**config.mk**
```make
export PLATFORM = sky130hd
export DESIGN_NAME = tkv_front
export DESIGN_NICKNAME = d
export VERILOG_FILES = /design/src/hw/rtl/typed_key_value_record_store_defines.svh /design/src/hw/rtl/tkv_pkg.sv /design/src/hw/rtl/tkv_front.sv
export SDC_FILE = /design/constraint.sdc
export NUM_CORES = 1
export LEC_CHECK = 0
export BUFFER_PORTS_ARGS = -buffer_cell sky130_fd_sc_hd__buf_2
export CORE_MARGIN = 3
export CORE_UTILIZATION = 35
export DETAILED_ROUTE_END_ITERATION = 16
export PLACE_DENSITY = 0.51
export SYNTH_ARGS = -nofsm -noshare
export SYNTH_HDL_FRONTEND = slang
export SYNTH_SLANG_ARGS = --single-unit
```
**constraint.sdc**
```tcl
create_clock -name clk -period 17.4 [get_ports clk]
set_input_delay 1.74 -clock clk [delete_from_list [all_inputs] [get_ports clk]]
set_output_delay 1.74 -clock clk [all_outputs]
set_load 0.03 [all_outputs]
```
**src/hw/rtl/typed_key_value_record_store_defines.svh**
```systemverilog
// ----------------------------------------------------------------------------
// Typed key/value record store: assertion macros
// Shared concurrent assertion forms, clocked on clk, off while rst_n is low.
// ----------------------------------------------------------------------------
`ifndef TYPED_KEY_VALUE_RECORD_STORE_DEFINES_SVH
`define TYPED_KEY_VALUE_RECORD_STORE_DEFINES_SVH

// Check cons in the same cycle as ante
`define TKV_ASSERT_NOW(label, ante, cons, msg) \
  label: assert property (@(posedge clk) disable iff (!rst_n) (ante) |-> (cons)) \
    else $error(msg);

// Check cons in the cycle after ante
`define TKV_ASSERT_NEXT(label, ante, cons, msg) \
  label: assert property (@(posedge clk) disable iff (!rst_n) (ante) |=> (cons)) \
    else $error(msg);

`endif

```
**src/hw/rtl/tkv_pkg.sv**
```systemverilog
// ----------------------------------------------------------------------------
// tkv_pkg
// Types, sizes and codes shared by the typed key/value record store.
// ----------------------------------------------------------------------------
`timescale 1ns / 1ps
`default_nettype none

package tkv_pkg;

  // Table size and field sizes
  localparam int SLOTS      = 64;
  localparam int KEY_BYTES  = 8;
  localparam int DATA_BYTES = 8;
  localparam int IDX_W      = $clog2(SLOTS);
  localparam int CNT_W      = $clog2(SLOTS + 1);
  localparam int FUNC_W     = 2;
  localparam int TYPE_W     = 3;
  localparam int KEY_W      = 64;
  localparam int DATA_W     = 64;
  localparam int STAT_W     = 2;

  // Byte masks for key and data words
  localparam logic [KEY_W-1:0] KEY_MASK = (KEY_BYTES >= 8) ? {KEY_W{1'b1}} :
      ((KEY_W'(1) << (8 * KEY_BYTES)) - KEY_W'(1));
  localparam logic [DATA_W-1:0] DATA_MASK = (DATA_BYTES >= 8) ? {DATA_W{1'b1}} :
      ((DATA_W'(1) << (8 * DATA_BYTES)) - DATA_W'(1));

  // Request codes
  localparam logic [FUNC_W-1:0] FUNC_READ   = 2'd0;
  localparam logic [FUNC_W-1:0] FUNC_WRITE  = 2'd1;
  localparam logic [FUNC_W-1:0] FUNC_REMOVE = 2'd2;
  localparam logic [FUNC_W-1:0] FUNC_NOP    = 2'd3;

  // Record type codes
  localparam logic [TYPE_W-1:0] REC_STR  = 3'd0;
  localparam logic [TYPE_W-1:0] REC_U32  = 3'd1;
  localparam logic [TYPE_W-1:0] REC_S32  = 3'd2;
  localparam logic [TYPE_W-1:0] REC_F32  = 3'd3;
  localparam logic [TYPE_W-1:0] REC_FLAG = 3'd4;

  // Status codes
  localparam logic [STAT_W-1:0] STAT_OK        = 2'd0;
  localparam logic [STAT_W-1:0] STAT_WPROT     = 2'd1;
  localparam logic [STAT_W-1:0] STAT_NOT_FOUND = 2'd2;
  localparam logic [STAT_W-1:0] STAT_NO_MEM    = 2'd3;

  // Request item
  typedef struct packed {
    logic [FUNC_W-1:0] func;
    logic [TYPE_W-1:0] data_type;
    logic [KEY_W-1:0]  key;
    logic [DATA_W-1:0] value;
  } in_t;

  // Result item
  typedef struct packed {
    logic [STAT_W-1:0] status;
    logic              found;
    logic [DATA_W-1:0] read_data;
  } out_t;

  // Classified request, front to back
  typedef struct packed {
    logic [FUNC_W-1:0] func;
    logic [TYPE_W-1:0] data_type;
    logic [KEY_W-1:0]  key;
    logic [DATA_W-1:0] wr_data;
    logic [DATA_W-1:0] dflt;
  } cmd_t;

  // One stored record
  typedef struct packed {
    logic [TYPE_W-1:0] data_type;
    logic [KEY_W-1:0]  key;
    logic [DATA_W-1:0] data;
  } rec_t;

  localparam int REC_W = $bits(rec_t);

  // Back-end status
  typedef struct packed {
    logic             busy;
    logic [CNT_W-1:0] used_count;
  } bk_stat_t;

endpackage

`default_nettype wire

```
**src/hw/rtl/tkv_front.sv**
```systemverilog
// ----------------------------------------------------------------------------
// tkv_front
// Accept requests, mask key and data words, and queue them for the back end.
// ----------------------------------------------------------------------------
`timescale 1ns / 1ps
`default_nettype none

module tkv_front
  import tkv_pkg::*;
(
  input  wire logic clk,
  input  wire logic rst_n,
  input  wire logic in_push,
  output logic      in_full,
  input  wire in_t  in_data,
  output cmd_t      cmd,
  output logic      cmd_valid,
  input  wire logic cmd_ready
);

  localparam int QDEPTH = 2;
  localparam int QPTR_W = $clog2(QDEPTH);
  localparam int QCNT_W = $clog2(QDEPTH + 1);

  cmd_t              q_r [QDEPTH];
  logic [QPTR_W-1:0] wr_ptr_r, rd_ptr_r;
  logic [QCNT_W-1:0] count_r;
  logic              push_ok, pop_ok;
  cmd_t              cls;

  // Keep only the bytes the record type carries
  function automatic logic [DATA_W-1:0] shape_data(input logic [TYPE_W-1:0] t,
                                                   input logic [DATA_W-1:0] v);
    logic [DATA_W-1:0] r;
    case (t)
      REC_U32, REC_S32, REC_F32: begin
        r = v & {{(DATA_W-32){1'b0}}, 32'hFFFF_FFFF} & DATA_MASK;
      end
      REC_FLAG: begin
        r = {{(DATA_W-1){1'b0}}, |v[7:0]};
      end
      default: begin
        r = v & DATA_MASK;
      end
    endcase
    return r;
  endfunction

  // Classify the incoming request
  always_comb begin
    cls.func      = in_data.func;
    cls.data_type = in_data.data_type;
    cls.key       = in_data.key & KEY_MASK;
    cls.wr_data   = shape_data(in_data.data_type, in_data.value);
    cls.dflt      = in_data.value & DATA_MASK;
  end

  assign in_full   = (count_r == QCNT_W'(QDEPTH));
  assign cmd_valid = (count_r != '0);
  assign cmd       = q_r[rd_ptr_r];
  assign push_ok   = in_push && !in_full;
  assign pop_ok    = cmd_ready && cmd_valid;

  // Store the transfer into the queue
  always_ff @(posedge clk) begin
    if (push_ok) begin
      q_r[wr_ptr_r] <= cls;
    end
  end

  // Advance pointers and fill count
  always_ff @(posedge clk) begin
    if (!rst_n) begin
      wr_ptr_r <= '0;
      rd_ptr_r <= '0;
      count_r  <= '0;
    end else begin
      if (push_ok) begin
        wr_ptr_r <= wr_ptr_r + 1'b1;
      end
      if (pop_ok) begin
        rd_ptr_r <= rd_ptr_r + 1'b1;
      end
      if (push_ok && !pop_ok) begin
        count_r <= count_r + 1'b1;
      end else if (pop_ok && !push_ok) begin
        count_r <= count_r - 1'b1;
      end
    end
  end

endmodule

`default_nettype wire

```
==> summary.md, run 1 <==
| Metric | Value |
|---|---|
| Outcome | `complete, no violations` |
| Slew margin rel. | `24.5%` |
| Clock skew | `6.52 ps` |
| Final hold vios | `0` |
| Vias | `7556` |
| Final wirelength | `32900 um` |
| Slew Limit Fails | `0` |
| Final setup vio count | `0` |
| Mux contribution to synthesized area | `17.5%` |
| Core Region | `0.0434 sq mm` |
| Antenna Nets Post-Route | `0` |
| Worst Hold Class | `reg -> reg` |
| Antenna diodes | `0` |
| Initial DRC Count | `394` |
| Distinct cells, synth | `27` |
| Port Buf Inserts | `335` |
| Width of the die | `216 um` |
| Dpl cells | `1617` |
| Final setup TNS | `0 ps` |
| Worst Tran Pin Value | `1130 ps` |
| Syn. warnings | `0` |
| Remaining Overflow, GRT | `0` |
| Clock slew at reported path FFs | `60 ps` |
| Post-CTS resize count | `0` |
| DR vias/cell | `4.46` |
| Mapped cell area | `0.0154 sq mm` |
| Share of layout cells above drive strength 1 | `55.0%` |
| Critical Path AT | `3620 ps` |
| Hold buffer count at CTS | `0` |
| Fin nets | `1216` |
| Leading cell type in the layout, fill and taps excluded | `edfxtp_1` |
| CTS Buffer Depth | `3` |
| Dpl hpwl | `21300 um` |
| Post-route minimum period | `5360 ps` |
| GRT Overall Usage | `13.7%` |
| Area taken by multi-input logic gates | `0.00329 sq mm` |
| Yosys top cell by area | `edfxtp_1` |
| Root Driver | `clkbuf_16` |
| DRC | `0` |
| Sequential cell area fraction in the yosys report | `77.2%` |
| Largest net degree at the start of global routing | `71` |
| Area of the die | `0.0467 sq mm` |
| Simple-Gate Fraction of Synth Area | `3.09%` |
| Number of post-CTS setup repair buffers | `0` |
| TritonCTS clock tree | `yes` |
| Post-Route Utilization | `43.9%` |
| Commonest non-fill, non-tap cells in the layout | `edfxtp_1 (394), buf_2 (335), mux2_4 (130)` |
| Vias in the first global route | `7900` |
| Fmax | `187 MHz` |
| Crit. End Element | `primary output` |
| Routability Congestion | `0.760` |
| Register area | `0.0119 sq mm` |
| #FFs+latches synth | `399` |
| Rows | `76` |
| Share of the synthesized area in the top cell type | `76.6%` |
| H-Tree Depth | `2` |
| Skew-Pair Late Insertion Delay | `540 ps` |
| Avg Inst Size Synth | `21.6 sq um` |
| Adder-cell share of the synthesized area | `0.0810%` |
| Filler instances | `3885` |
| Post-synth net total | `852` |
| Post-synthesis cell count | `714` |
| Crit-path max FO | `49` |
| Tcrit/Tclk final | `30.8%` |
| Routed len/inst | `19.4 um` |
| Die Ht | `216 um` |
| Critical Path Source Type | `flop` |
| First-pass GRT wire length | `48900 um` |
| Clock sinks | `399` |
| Post-Layout Cell Count | `1693` |
| PD cells | `161 mW/mm^2` |
| Top Ports | `336` |
| Initial Util | `35.6%` |
| MaxCap Viol Count | `0` |
| Post-Synth XOR/XNOR Area | `0.227%` |
| DR pass1 iterations | `4` |
| P_leak | `7.18 nW` |
| Area Growth Syn to Fin | `23.3%` |
| Initial antenna violation count | `1` |
| Critical Path RT | `15660 ps` |
| Largest family of logic cells by synthesized area | `multiplexers` |
| Peak supply drop | `115 uV` |
| RSZ-0062 raised after global routing | `no` |
| Synth Area in Compound Gates | `0.259%` |
| CTS Buf Count | `44` |
| Synth top area cells | `edfxtp_1 (77%), mux2_4 (13%), mux2_2 (4.9%), nor2b_1 (2.6%), buf_6 (1.2%)` |
| Setup CP Type | `reg -> out` |
[worst max-delay path, stage by stage (launching register included)]
cell	delay (ps)
dfxtp_4	840
buf_4	770
buf_4	730
mux2_2	420
buf_2	180
[sequential cells by signal (all words and copies together), names as in the netlist, named ones only]
register	count
rd_ptr_r	1
q_r	394
count_r	2
wr_ptr_r	1
[cell usage after synthesis (all sizes together)]
cell / n
buf: 28
a21o: 1
nor4: 1
ha: 1
xor2: 1
or2: 1
nand2: 1
nor3: 2
and3: 1
nand2b: 1
a21boi: 2
o21a: 1
mux2: 197
nor2b: 63
xnor2: 3
or3: 1
nor2: 2
edfxtp: 394
and2: 4
inv: 2
o21ai: 2
dfxtp: 5
[per-stage QoR]
stage | setup slack (ps) | hold slack, ps | total power, mW | instance area, sq um
2_1_floorplan | 7310 | 479 | 2.04 | 15400
3_3_place_gp | 12540 | 513 | 2.26 | 17700
3_5_place_dp | 12520 | 514 | 2.26 | 17700
4_1_cts | 11900 | 528 | 3.13 | 19000
5_1_grt | 11810 | 592 | 3.21 | 19000
6_report | 12040 | 528 | 3.07 | 19000
[per-layer routing]
metal	share of wire [%]	vias to the layer above	track usage [%]
li1	-	3506	-
met4	2.0	2	4.36
met2	48	218	21.9
met3	6.8	50	4.25
met1	43	3780	18.0
met5	0.061	-	0
[report_power, final]
| part | switching (mW) | leakage, nW | internal (mW) |
|---|---|---|---|
| logic | 0.603 | 2.79 | 0.354 |
| clock network | 0.355 | 0.653 | 0.499 |
| registers | 0.0488 | 3.74 | 1.21 |
| total | 1.01 | 7.18 | 2.07 |
[path summary, 6_finish.rpt]
| path | from | to | slack (ps) | cells past startpoint |
|---|---|---|---|---|
| setup / recovery | flop | cmd[65] | 12040 | 4 |
| hold / removal | count_r[1] | count_r[1] | 530 | 2 |
| setup reg to reg | count_r[0] | q_r[1][140] | 14650 | 3 |
| hold reg to reg | count_r[1] | count_r[1] | 530 | 2 |
[cell families after synthesis]
logic type	count (synthesis)
adder cells (fa/ha/maj)	1
XOR/XNOR	4
multiplexers	197
flip-flops	399
AND/OR/NAND/NOR	77
AO/OA/AOI/OAI	6
buffers and inverters	30
[final cells by class]
type	instances	area share, %
clock inverters	27	0.966
well taps	585	3.84
clock buffers	49	5.99
repair buffers	346	9.24
multi-input cells	285	17.3
inverters	2	0.0394
flip-flops and latches	399	62.7
(Power assumes the default switching activity.)
==> run 2: changes to the inputs <==
==> constraint.sdc (replaced) <==
create_clock -name clk -period 5.5 [get_ports clk]
set_input_delay 0.55 -clock clk [delete_from_list [all_inputs] [get_ports clk]]
set_output_delay 0.55 -clock clk [all_outputs]
set_load 0.03 [all_outputs]
==> summary.md, run 2 (synthesis results as in run 1) <==
| Metric | Value |
|---|---|
| Sw Ratio | `32.5%` |
| Port Buf Inserts | `335` |
| Largest registers | `q_r: 394 flops, count_r: 2 flops` |
| Final wirelength | `31900 um` |
| DRC | `0` |
| Comb pwr share | `31.9%` |
| Leading cell type in the layout, fill and taps excluded | `edfxtp_1` |
| Clock sinks | `399` |
| Number of post-CTS setup repair buffers | `0` |
| Vias | `7594` |
| Remaining Overflow, GRT | `0` |
| Dpl cells | `1614` |
| Largest net degree at the start of global routing | `115` |
| CTS Buffer Depth | `3` |
| Skew-Pair Late Insertion Delay | `540 ps` |
| Dpl hpwl | `19800 um` |
| GRT Overall Usage | `13.3%` |
| Routability Congestion | `0.725` |
| Post-route minimum period | `2880 ps` |
| Antenna Nets Post-Route | `0` |
| Slew margin rel. | `29.3%` |
| Critical Path Max Stage Delay | `450 ps` |
| Width of the die | `216 um` |
| DR vias/cell | `4.49` |
| Initial antenna violation count | `3` |
| H-Tree Depth | `2` |
| Hold buffer count at CTS | `0` |
| Critical Path AT | `2330 ps` |
| MaxCap Viol Count | `0` |
| Area taken by multi-input logic gates | `0.00330 sq mm` |
| Rows | `76` |
| Commonest non-fill, non-tap cells in the layout | `edfxtp_1 (394), buf_2 (335), mux2_4 (130)` |
| Internal power | `6.62 mW` |
| Routed len/inst | `18.9 um` |
| Area Growth Syn to Fin | `23.8%` |
| Crit. End Element | `primary output` |
| Net switching power | `3.19 mW` |
| Critical-path cell with the highest stage delay | `mux2_2` |
| Delay-heaviest family, CP | `buffers and inverters` |
| Critical Path RT | `4950 ps` |
| Final setup vio count | `0` |
| Worst Hold Class | `in -> reg` |
| Max FFs per register | `394` |
| First-pass GRT wire length | `47700 um` |
| P_leak | `7.20 nW` |
| Largest Register | `q_r` |
| Core Region | `0.0434 sq mm` |
| Slew Limit Fails | `0` |
| Setup CP Type | `reg -> out` |
| Share of layout cells above drive strength 1 | `55.3%` |
| Tcrit/Tclk final | `52.4%` |
| Clock slew at reported path FFs | `60 ps` |
| Top Ports | `336` |
| Final setup TNS | `0 ps` |
| Clock power share | `28.1%` |
| Reg2reg setup slack | `3210 ps` |
| Fmax | `347 MHz` |
| Root Driver | `clkbuf_16` |
| Outcome | `complete, no violations` |
| Worst Tran Pin Value | `1060 ps` |
| Critical Path Source Type | `flop` |
| Post-Layout Cell Count | `1691` |
| Filler instances | `3853` |
| RSZ-0062 raised after global routing | `no` |
| Vias in the first global route | `7807` |
| Antenna diodes | `0` |
| DR pass1 iterations | `4` |
| Seq pwr share | `40.1%` |
| Die Ht | `216 um` |
| Register area | `0.0119 sq mm` |
| PD cells | `513 mW/mm^2` |
| Initial Util | `35.6%` |
| Final hold vios | `0` |
| WP buf/inv | `2` |
| CTS Buf Count | `44` |
| Cell breakdown of the critical path | `buf_12 > mux2_2 > buf_2` |
| Clock skew | `9.33 ps` |
| Post-CTS resize count | `0` |
| Peak supply drop | `394 uV` |
| Crit-path max FO | `114` |
| Initial DRC Count | `334` |
| Fin nets | `1213` |
| TritonCTS clock tree | `yes` |
| Area of the die | `0.0467 sq mm` |
[run 2: final timing paths]
kind               startpoint     endpoint  cells past startpoint
hold reg to reg    count_r[1]   count_r[1]                      2
setup reg to reg   count_r[0]  q_r[1][144]                      3
hold / removal    in_data[93]  q_r[1][157]                      1
setup / recovery         flop       cmd[5]                      3
[run 2: stage by stage]
stage	total power, mW	cell area (sq um)	utilization, %	setup slack, ps	hold slack, ps
CTS	9.99	19100	44.1	2620	146
finish	9.81	19100	44.1	2620	200
detailed placement	7.18	17800	41.0	3040	550
global placement	7.17	17800	41.0	3030	530
floorplan	6.40	15500	-	-212	512
global route	10.2	19100	44.1	2590	158
[run 2: layout make-up]
type	instances	area share (%)
Clock buffer	52	6.02
Clock inverter	25	1.07
Inverter	2	0.0654
Multi-Input combinational cell	285	17.2
Sequential cell	399	62.4
Tap cell	585	3.83
Timing Repair Buffer	343	9.40
[run 2: power by group through the flow]
stage	clock network, mW	registers [mW]	logic [mW]
2_1_floorplan	0	4.03	2.38
3_3_place_gp	0	3.98	3.19
3_5_place_dp	0	4.00	3.18
4_1_cts	2.86	3.93	3.19
5_1_grt	2.97	3.97	3.30
6_report	2.75	3.93	3.13
[run 2: worst register-to-register path, cell delays in order, from the launching register on]
cell	delay, ps
dfxtp_2	370
nand2b_4	170
and3_4	650
buf_4	690
[run 2: layer usage]
layer / global-route usage, % / part of all wire (%) / up-vias
met4: 4.75 / 2.4 / 6
met1: 16.7 / 42 / 3798
met2: 21.7 / 48 / 227
met3: 4.37 / 7.5 / 59
li1: - / - / 3504
met5: 0 / 0.15 / -
==> run 3: changes to the inputs <==
--- a/config.mk
+++ b/config.mk
@@ -5,11 +5,12 @@
 export SDC_FILE = /design/constraint.sdc
 export NUM_CORES = 1
 export LEC_CHECK = 0
+export ABC_AREA = 1
 export BUFFER_PORTS_ARGS = -buffer_cell sky130_fd_sc_hd__buf_2
 export CORE_MARGIN = 3
 export CORE_UTILIZATION = 35
 export DETAILED_ROUTE_END_ITERATION = 16
-export PLACE_DENSITY = 0.51
+export PLACE_DENSITY = 0.53
 export SYNTH_ARGS = -nofsm -noshare
 export SYNTH_HDL_FRONTEND = slang
 export SYNTH_SLANG_ARGS = --single-unit
==> constraint.sdc (replaced) <==
create_clock -name clk -period 2.45 [get_ports clk]
set_input_delay 0.245 -clock clk [delete_from_list [all_inputs] [get_ports clk]]
set_output_delay 0.245 -clock clk [all_outputs]
set_load 0.03 [all_outputs]
==> summary.md, run 3 <==
| Metric | Value |
|---|---|
| Outcome | `complete, no violations` |
| Commonest non-fill, non-tap cells in the layout | `edfxtp_1 (394), buf_2 (335), dlygate4sd3_1 (134)` |
| DR vias/cell | `4.38` |
| Max FFs per register | `394` |
| MaxCap Viol Count | `0` |
| P_leak | `8.17 nW` |
| Post-route minimum period | `2290 ps` |
| Mapped cell area | `0.0155 sq mm` |
| Port Buf Inserts | `335` |
| Final hold vios | `0` |
| Slew margin rel. | `53.7%` |
| Hold buffer count at CTS | `134` |
| Number of post-CTS setup repair buffers | `0` |
| Post-synth EDFFs | `394` |
| Share of the synthesized area in the top cell type | `76.1%` |
| Critical Path Max Stage Delay | `540 ps` |
| Largest Register | `q_r` |
| Core Region | `0.0435 sq mm` |
| Routed len/inst | `17.6 um` |
| Initial DRC Count | `361` |
| Post-synth net total | `930` |
| Final setup vio count | `0` |
| Skew-Pair Late Insertion Delay | `540 ps` |
| Worst slack at placement | `681 ps` |
| Vias | `8371` |
| Initial antenna violation count | `3` |
| Worst Hold Class | `in -> reg` |
| Width of the die | `217 um` |
| Sequential cell area fraction in the yosys report | `76.8%` |
| CTS Buffer Depth | `3` |
| Internal power | `14.9 mW` |
| Critical Path AT | `2050 ps` |
| Crit-path max FO | `17` |
| Rows | `76` |
| Synth cell count leaders | `edfxtp_1 (394), mux2_4 (130), nor2_1 (74)` |
| Area Growth Syn to Fin | `33.3%` |
| Worst Tran Pin Value | `695 ps` |
| Seq pwr share | `41.1%` |
| Critical Path RT | `2200 ps` |
| Clock skew | `8.70 ps` |
| Clock power share | `29.4%` |
| DR pass1 iterations | `5` |
| Clock sinks | `399` |
| Clock slew at reported path FFs | `60 ps` |
| Final setup TNS | `0 ps` |
| Avg Inst Size Synth | `19.6 sq um` |
| Top Ports | `336` |
| Routability Congestion | `0.728` |
| Fmax | `437 MHz` |
| Share of layout cells above drive strength 1 | `46.6%` |
| Root Driver | `clkbuf_16` |
| Net switching power | `6.81 mW` |
| Die Ht | `217 um` |
| Delay-heaviest family, CP | `buffers and inverters` |
| DRC | `0` |
| Tcrit/Tclk final | `93.5%` |
| Critical-path cell with the highest stage delay | `dfxtp_4` |
| Largest registers | `q_r: 394 flops, count_r: 2 flops` |
| Cell breakdown of the critical path | `buf_4 > mux2_2 > buf_2` |
| Fin nets | `1434` |
| Post-synthesis cell count | `792` |
| Sw Ratio | `31.3%` |
| Distinct cells, synth | `17` |
| Antenna Nets Post-Route | `0` |
| Critical Path Source Type | `flop` |
| Largest net degree at the start of global routing | `103` |
| First-pass GRT wire length | `51500 um` |
| RSZ-0062 raised after global routing | `no` |
| Dpl cells | `1701` |
| Top-count cell post-synth | `edfxtp_1` |
| Post-Layout Cell Count | `1913` |
| Vias in the first global route | `9054` |
| Top FF cell, synth | `edfxtp_1` |
| Yosys top cell by area | `edfxtp_1` |
| PnR worst setup slack | `160 ps` |
| Initial Util | `35.8%` |
| H-Tree Depth | `2` |
| Crit. End Element | `primary output` |
| GRT Overall Usage | `14.1%` |
| Dpl hpwl | `20800 um` |
| Comb pwr share | `29.5%` |
| Setup CP Type | `reg -> out` |
| PD cells | `1050 mW/mm^2` |
| Synth top area cells | `edfxtp_1 (76%), mux2_4 (13%), mux2_2 (4.9%), nor2_1 (1.8%), inv_1 (1.8%)` |
| TritonCTS clock tree | `yes` |
| Remaining Overflow, GRT | `0` |
| WP buf/inv | `2` |
| Post-synth ARST share | `0%` |
| Peak supply drop | `583 uV` |
| Area of the die | `0.0470 sq mm` |
| Post-CTS resize count | `0` |
| #FFs+latches synth | `399` |
| CTS Buf Count | `44` |
| Slew Limit Fails | `0` |
| Final wirelength | `33600 um` |
| Leading cell type in the layout, fill and taps excluded | `edfxtp_1` |
| Syn. warnings | `0` |
## run 3: cell types whose count changed after synthesis, moves of 3 or more
| cell | previous run | this run |
|---|---|---|
| nand3_1 | 0 | 3 |
| nor2b_1 | 63 | 0 |
| inv_1 | 2 | 73 |
| nor2_1 | 2 | 74 |
| o21ai_0 | 1 | 4 |
| nand2_1 | 1 | 8 |
| and2_1 | 4 | 0 |
| xnor2_1 | 3 | 0 |
## run 3: stage by stage
stage / hold slack [ps] / power (mW) / util (%) / area (sq um)
4_1_cts: 55.4 / 22.1 / 47.7 / 20700
3_3_place_gp: 433 / 15.4 / 41.4 / 18000
2_1_floorplan: 344 / 13.7 / - / 15600
6_report: 99.7 / 21.7 / 47.7 / 20700
3_5_place_dp: 438 / 15.4 / 41.4 / 18000
5_1_grt: 112 / 22.7 / 47.7 / 20700
## run 3: layer usage
| layer | share of wire [%] | GRT usage (%) | vias up |
|---|---|---|---|
| met5 | 0.063 | 0 | - |
| met4 | 2.5 | 5.14 | 4 |
| li1 | - | - | 3943 |
| met3 | 7.0 | 4.10 | 56 |
| met2 | 48 | 23.4 | 221 |
| met1 | 42 | 17.5 | 4147 |
## run 3: final timing paths
kind                            startpoint           to  slack, ps  cells after the start
worst max-delay path                  flop      cmd[53]        160                      3
worst min-delay path               in_push     wr_ptr_r        100                      4
worst max register to register  count_r[1]  q_r[0][165]        800                      4
worst min register to register    rd_ptr_r         flop        510                      2
## run 3: cell families after synthesis
logic type                 count (synthesis)  synth area share (%)
adders and majority gates                  1                0.0805
xor gates and xnor gates                   1                0.0564
buffers and inverters                    101                  3.31
AOI/OAI and AO/OA                          6                 0.209
muxes                                    197                  17.4
DFF                                      399                  76.8
and+or+nand+nor                           87                  2.18
## run 3: power by group through the flow
stage	Combinational, mW	Sequential (mW)	Clock, mW
5_1_grt	6.79	9.02	6.89
6_report	6.40	8.93	6.39
4_1_cts	6.52	8.94	6.64
2_1_floorplan	4.67	9.06	0
3_5_place_dp	6.34	9.08	0
3_3_place_gp	6.34	9.05	0
## run 3: worst min-delay path, cell delays in order
cell	delay [ps]
buf_2	110
o21ai_4	90
o21ai_0	80
nor2_1	70
## run 3: layout make-up
cell class                 instances  area (sq um)
clock buffer                      54          1160
sequential                       399         11900
tap                              585           732
antenna                            1          2.50
timing repair buffer             486          3220
multi-input combinational        292          3150
clock inverter                    23           235
fill                            3803         22700
inverter                          73           274
